### config.mk
export PLATFORM = sky130hd
export DESIGN_NAME = dsa_lane
export DESIGN_NICKNAME = d
export VERILOG_FILES = /design/src/dual_series_arithmetic_defines.svh /design/src/dsa_pkg.sv /design/src/dsa_lane.sv
export SDC_FILE = /design/constraint.sdc
export NUM_CORES = 2
export LEC_CHECK = 0
export BUFFER_PORTS_ARGS = -buffer_cell sky130_fd_sc_hd__buf_2
export CAP_MARGIN = 20
export CELL_PAD_IN_SITES_DETAIL_PLACEMENT = 0
export CELL_PAD_IN_SITES_GLOBAL_PLACEMENT = 1
export CORE_MARGIN = 3
export CORE_UTILIZATION = 50
export DETAILED_ROUTE_END_ITERATION = 10
export PLACE_DENSITY_LB_ADDON = 0.15
export SYNTH_ARGS = -nofsm -noshare
export SYNTH_HDL_FRONTEND = slang
export SYNTH_SLANG_ARGS = --single-unit
### constraint.sdc
create_clock -name clk -period 12.15 [get_ports clk]
set_input_delay 1.215 -clock clk [delete_from_list [all_inputs] [get_ports clk]]
set_output_delay 1.215 -clock clk [all_outputs]
set_load 0.005 [all_outputs]
### src/dual_series_arithmetic_defines.svh
// Assertion macros for the dual series arithmetic block.
// Each macro checks a property on the rising edge of the given clock and
// is switched off while the given active-low reset is asserted.
`ifndef DUAL_SERIES_ARITHMETIC_DEFINES_SVH
`define DUAL_SERIES_ARITHMETIC_DEFINES_SVH

`ifndef SYNTHESIS

// The consequent must hold in the same cycle as the antecedent.
`define DSA_ASSERT_SAME(lbl, clk, rstn, ante, cons) \
  lbl: assert property (@(posedge clk) disable iff (!rstn) (ante) |-> (cons)) \
    else $error("dual series arithmetic: same-cycle check failed");

// The consequent must hold in the cycle after the antecedent.
`define DSA_ASSERT_NEXT(lbl, clk, rstn, ante, cons) \
  lbl: assert property (@(posedge clk) disable iff (!rstn) (ante) |=> (cons)) \
    else $error("dual series arithmetic: next-cycle check failed");

`else

`define DSA_ASSERT_SAME(lbl, clk, rstn, ante, cons)
`define DSA_ASSERT_NEXT(lbl, clk, rstn, ante, cons)

`endif

`endif

### src/dsa_pkg.sv
package dsa_pkg;

  localparam int DATA_W           = 32;
  localparam int FRAC_W           = 16;
  localparam int NCOEF            = 5;
  localparam int PROD_W           = 2 * DATA_W - FRAC_W;
  // Up to five terms are summed in one lane, so three guard bits suffice.
  localparam int SUM_W            = PROD_W + 3;
  localparam int SERIES_TERMS_DEF = 4;

  typedef logic signed [DATA_W-1:0] data_t;
  typedef logic signed [PROD_W-1:0] prod_t;
  typedef logic signed [SUM_W-1:0]  sum_t;

  typedef enum logic [1:0] {
    FUNC_MUL      = 2'd0,
    FUNC_ADD      = 2'd1,
    FUNC_SCALE    = 2'd2,
    FUNC_ADD_REAL = 2'd3
  } func_t;

  // Load enables for the two lane pipeline registers.
  typedef struct packed {
    logic ld_term;
    logic ld_res;
  } lane_ctrl_t;

endpackage

### src/dsa_lane.sv
module dsa_lane
  import dsa_pkg::*;
#(
  parameter int LANE_IDX = 0
) (
  input  logic       clk,
  input  lane_ctrl_t ctrl,
  input  func_t      func,
  input  data_t      a [NCOEF],
  input  data_t      b [NCOEF],
  output data_t      res,
  output logic       ovf
);

  localparam int NPROD = LANE_IDX + 1;
  localparam int NSLOT = (NPROD < 2) ? 2 : NPROD;

  prod_t term_nxt [NSLOT];
  prod_t term_r   [NSLOT];
  prod_t prod_fl  [NPROD];
  sum_t  sum;
  data_t res_nxt;
  data_t res_r;
  logic  ovf_nxt;
  logic  ovf_r;

  // One multiplier per product of this coefficient. The first one also
  // serves the scale operation, where it forms a_k * b_real.
  for (genvar p = 0; p < NPROD; p++) begin : g_mul
    data_t                     mul_x;
    data_t                     mul_y;
    logic signed [2*DATA_W-1:0] mul_full;
    if (p == 0) begin : g_first
      assign mul_x = (func == FUNC_SCALE) ? a[LANE_IDX] : a[0];
      assign mul_y = (func == FUNC_SCALE) ? b[0] : b[LANE_IDX];
    end else begin : g_rest
      assign mul_x = a[p];
      assign mul_y = b[LANE_IDX-p];
    end
    assign mul_full   = mul_x * mul_y;
    // Dropping the low fraction bits of a signed product rounds to minus infinity.
    assign prod_fl[p] = mul_full[2*DATA_W-1:FRAC_W];
  end

  always_comb begin
    for (int s = 0; s < NSLOT; s++) begin
      term_nxt[s] = '0;
    end
    unique case (func)
      FUNC_MUL: begin
        for (int p = 0; p < NPROD; p++) begin
          term_nxt[p] = prod_fl[p];
        end
      end
      FUNC_ADD: begin
        term_nxt[0] = {{(PROD_W-DATA_W){a[LANE_IDX][DATA_W-1]}}, a[LANE_IDX]};
        term_nxt[1] = {{(PROD_W-DATA_W){b[LANE_IDX][DATA_W-1]}}, b[LANE_IDX]};
      end
      FUNC_SCALE: begin
        term_nxt[0] = prod_fl[0];
      end
      FUNC_ADD_REAL: begin
        term_nxt[0] = {{(PROD_W-DATA_W){a[LANE_IDX][DATA_W-1]}}, a[LANE_IDX]};
        if (LANE_IDX == 0) begin
          term_nxt[1] = {{(PROD_W-DATA_W){b[0][DATA_W-1]}}, b[0]};
        end
      end
    endcase
  end

  always_ff @(posedge clk) begin
    if (ctrl.ld_term) begin
      term_r <= term_nxt;
    end
  end

  always_comb begin
    sum = '0;
    for (int s = 0; s < NSLOT; s++) begin
      sum = sum + {{(SUM_W-PROD_W){term_r[s][PROD_W-1]}}, term_r[s]};
    end
    // The sum fits when every bit from the result sign upward agrees.
    if ((&sum[SUM_W-1:DATA_W-1]) || !(|sum[SUM_W-1:DATA_W-1])) begin
      res_nxt = sum[DATA_W-1:0];
      ovf_nxt = 1'b0;
    end else begin
      res_nxt = sum[SUM_W-1] ? {1'b1, {(DATA_W-1){1'b0}}} : {1'b0, {(DATA_W-1){1'b1}}};
      ovf_nxt = 1'b1;
    end
  end

  always_ff @(posedge clk) begin
    if (ctrl.ld_res) begin
      res_r <= res_nxt;
      ovf_r <= ovf_nxt;
    end
  end

  assign res = res_r;
  assign ovf = ovf_r;

endmodule

# Yosys cells after proc, flatten, opt, wreduce, memory -nomap -nowiden
# Index checks and enable logic that the tools add are counted.
op_classes:
  eq_ne: 3
  addsub: 1
  multipliers: 1
  mux: 4
  shifts: 0
  reduce_logical: 7
  n_lt_le_gt_ge: 0
  bitwise_logic: 0
  div_mod_pow: 0
ops:
  columns: ["op", "n"]
  rows:
  - ["$pmux 48 s2", 1]
  - ["$mul 32x32->64", 1]
  - ["$mux 32", 2]
  - ["$add 48x32->49", 1]
  - ["$reduce_and 20->1", 1]
  - ["$reduce_or 20->1", 1]
  - ["$eq 2x2->1 const B", 2]
  - ["$reduce_or 2->1", 2]
  - ["$eq 2x1->1 const B", 1]
  - ["$logic_not 2->1", 1]
  - ["$logic_not 1->1", 1]
  - ["$logic_or 1x1->1", 1]
  - ["$mux 1", 1]
word_totals:
  reg_bits: 113
  out_inout_bits: 33
  romBits: 0
  in_bits: 325
  latch_bits: 0
  n_memories: 0
  ramBits: 0

# Depth between registers and ports, before layout
depth:
  word_depth: 5
  mapped_depth: 30
  depth_no_buf: 28

# Least setup slack after synthesis
# No wires, ideal clock.
synth_path:
  path_kind: "in2reg"
  startpoint: "input port a[159] in the netlist's numbering"
  endpoint: "register term_r[94] in the netlist's numbering, data pin"
  setup_slack_ns: 3.284
  n_path_buf: 2
  t_arrival_ns: 8.596
  cell_stages: 28
  cell_sequence: "clkbuf_1 > clkbuf_1 > nand2_1 > inv_1 > fa_1 > fa_1 > fa_1 > fa_1 > inv_1 > fa_1 > inv_1 > fa_1 > inv_1 > fa_1 > inv_1 > fa_1 > ha_1 > a21o_1 > a21o_1 > a21oi_1 > nor2b_1 > o21a_1 > o21a_1 > o21ai_0 > nand2b_1 > a41oi_1 > xor2_1 > o21ai_0"
synth_rtl:
  columns: ["element", "line_no", "source"]
  rows:
  - ["start, declared", "dsa_lane.sv:9", "input data_t a [NCOEF],"]
  - ["end signal, assigned", "dsa_lane.sv:73", "term_r <= term_nxt;"]
  - ["end, declared", "dsa_lane.sv:19", "prod_t term_r [NSLOT];"]

==> impl_metrics.toml <==
[timing]
slew_viol_final = 0
fin_ws_ns = 2.28
clock-skew-final_ns = 0.00958
hold_viol = 0
finalSetupTns_ns = 0
min_period_ns = 9.87
period_share_pct = 81.3
worst_hold_slack_ns = 0.705
rsz0062_at_grt = "no"
worstMarginPinSlew_ns = 1.04
finalSetupViolCount = 0
relSlewSlack_pct = 29.0
max_freq_mhz = 101

[die]
die_w_um = 300
core_area_sq_um = 85500
dieHeight_um = 300
start_util_pct = 50.7
core.rowCount = 107
design.die.area_sq_um = 90300
ioPinCount = 358

[flow_run]
drv_cap = 0

[setup_path]
critPathKind = "input pin to register"
worstPathMaxFanout = 20
required_ns = 12.28
startpoint_type = "input pin"
crit_arrival_ns = 10.00
cp-end-kind = "register"

[place]
pre_cts_ws_ns = 1.76
portBuffers = 100
routabilityCongestion = 0.886
dp_hpwl_mm = 95.7

[global_route]
grt_max_degree = 101
track_usage_pct = 28.9
antenna_found_initial = 6
grt_pass1_vias = 33572
grt_pass1_wl_mm = 197
grt_remaining_overflow = 0

[drt]
ant_nets = 0
drt_iter0_markers = 2207
first_pass_iters = 6
wl_per_cell_um = 21.8
vias_per_cell = 5.45
vias = 30896
wl_mm = 124
drcViolationCount = 0

[finish]
nFillCells = 7908
nets = 6141
post_route_cells_drive_above_1_share_pct = 4.76
syn_to_final_growth_pct = 4.45

[yosys]
synth-edff-count = 113
ys_types = 82
synth_ff_type = "edfxtp_1"
synth_seq_cells = 113
async_reset_ff_share_pct = 0
syn_nets = 6214
synth_cells = 4579
syn-cell-area_sq_um = 43300
ys_seq_area_share_pct = 7.83
avgSynthCellArea_sq_um = 9.47
synth_warnings = 0

[clock_network]
htreeDepth = 4
cts_setup_buffers = 0
cts_root_buffer = "clkbuf_16"
numCtsBuffers = 17
insertion_delay_ns = 0.42
cts_hold_buf = 0
clock_path_buffers = 2
postCtsResizedCells = 0
clkSinkCount = 113
path_clk_slew_ns = 0.06
tritoncts = "done"

[run_status]
outcome = "complete, no violations"

[hold_path]
min_path_type = "register to register"
cell families (layout without fill, tap and decap cells):
kind of cell	after synthesis	after routing	share of synthesized area [%]
simple gates	1393	1393	16.1
fa+ha+maj	1310	1310	56.6
buf+inv	1208	1148	10.6
compound gates	425	425	6.18
flops	113	113	7.83
xor+xnor	96	96	1.94
mux	34	34	0.805
other cells	0	2	0
final timing paths:
| path | startpoint | to | slack (ns) | cells past startpoint |
|---|---|---|---|---|
| setup / recovery | b[133] | term_r[93]$_DFFE_PP_ | 2.28 | 25 |
| hold reg to reg | term_r[0]$_SDFFCE_PN0P_ | res[0]$_DFFE_PP_ | 0.70 | 2 |
| hold / removal | term_r[0]$_SDFFCE_PN0P_ | res[0]$_DFFE_PP_ | 0.70 | 2 |
| setup reg to reg | term_r[31]$_SDFFCE_PN0P_ | res[0]$_DFFE_PP_ | 6.85 | 14 |
synthesized netlist by cell type (6+ instances only):
library cell	n	area (sq um)
fa_1	1082	21700
inv_1	963	3610
nand2_1	600	2250
and2_1	547	3420
ha_1	228	2850
clkbuf_1	225	845
o21ai_0	127	636
a21oi_1	114	571
edfxtp_1	113	3390
nor2_1	88	330
xnor2_1	58	508
a21o_1	38	285
xor2_1	38	333
nand3_1	33	165
nand4_1	29	181
mux2i_1	27	270
nor3_1	18	90.1
a211oi_1	17	128
nand2b_1	17	106
o211ai_1	17	128
and3_1	13	81.3
buf_2	12	60.1
a31oi_1	11	68.8
nor2b_1	11	68.8
o21a_1	11	82.6
o21bai_1	11	82.6
nor4_1	7	43.8
o21ai_1	7	35.0
o31ai_1	6	45.0
metal layers:
| metal | vias to the layer above | track usage, % | share of wire, % |
|---|---|---|---|
| li1 | 13557 | - | - |
| met1 | 16087 | 41.7 | 44 |
| met2 | 1078 | 45.1 | 45 |
| met3 | 172 | 6.06 | 8.4 |
| met4 | 2 | 6.63 | 2.5 |
| met5 | - | 0 | 0.011 |
cell type report:
| cell class | count | area (sq um) | area share (%) |
|---|---|---|---|
| Multi-Input combinational cell | 3258 | 35400 | 78.1 |
| Clock inverter | 15 | 133 | 0.293 |
| Tap cell | 1144 | 1430 | 3.16 |
| Inverter | 964 | 3620 | 7.99 |
| Antenna cell | 2 | 5.00 | 0.0111 |
| Timing Repair Buffer | 152 | 896 | 1.98 |
| Clock buffer | 17 | 425 | 0.940 |
| Sequential cell | 113 | 3390 | 7.50 |
critical path, cell delays in order:
cell and delay (ns):
buf_2 0.49, nand2_1 0.32, inv_1 0.17, fa_1 0.41
inv_1 0.27, fa_1 0.48, inv_1 0.23, fa_1 0.50
fa_1 0.88, inv_1 0.47, fa_1 0.61, inv_1 0.06
fa_1 0.55, fa_1 0.44, fa_1 0.47, ha_1 0.37
a21oi_1 0.39, nand4_1 0.13, o21ai_0 0.16, o21ai_0 0.16
a21oi_1 0.47, o21ai_0 0.23, a31oi_1 0.23, xor2_1 0.18
o21ai_0 0.11
cells in the final DEF, fill, tap and decap left out, types with 54 or more instances in the layout:
| master | count |
|---|---|
| edfxtp_1 | 113 |
| o21ai_0 | 127 |
| a21oi_1 | 114 |
| and2_1 | 547 |
| buf_2 | 98 |
| buf_4 | 54 |
| xnor2_1 | 58 |
| fa_1 | 1082 |
| nand2_1 | 600 |
| ha_1 | 228 |
| inv_1 | 963 |
| nor2_1 | 87 |
sequential cells by signal, indices dropped and copies added (netlist names):
signal  cells
ovf         1
term_r     80
res        32
per-stage QoR:
stage | utilization (%) | instance area [sq um] | cells
after floorplan | - | 43300 | 4579
after global placement | 52.3 | 44700 | 5631
after detailed placement | 52.3 | 44700 | 5631
after CTS | 52.9 | 45300 | 5663
after global routing | 52.9 | 45300 | 5663
final | 52.9 | 45300 | 5665
Power is left out: the tool's default activity adds up to more than one toggle a clock period on the data nets, which glitch-free logic cannot reach.
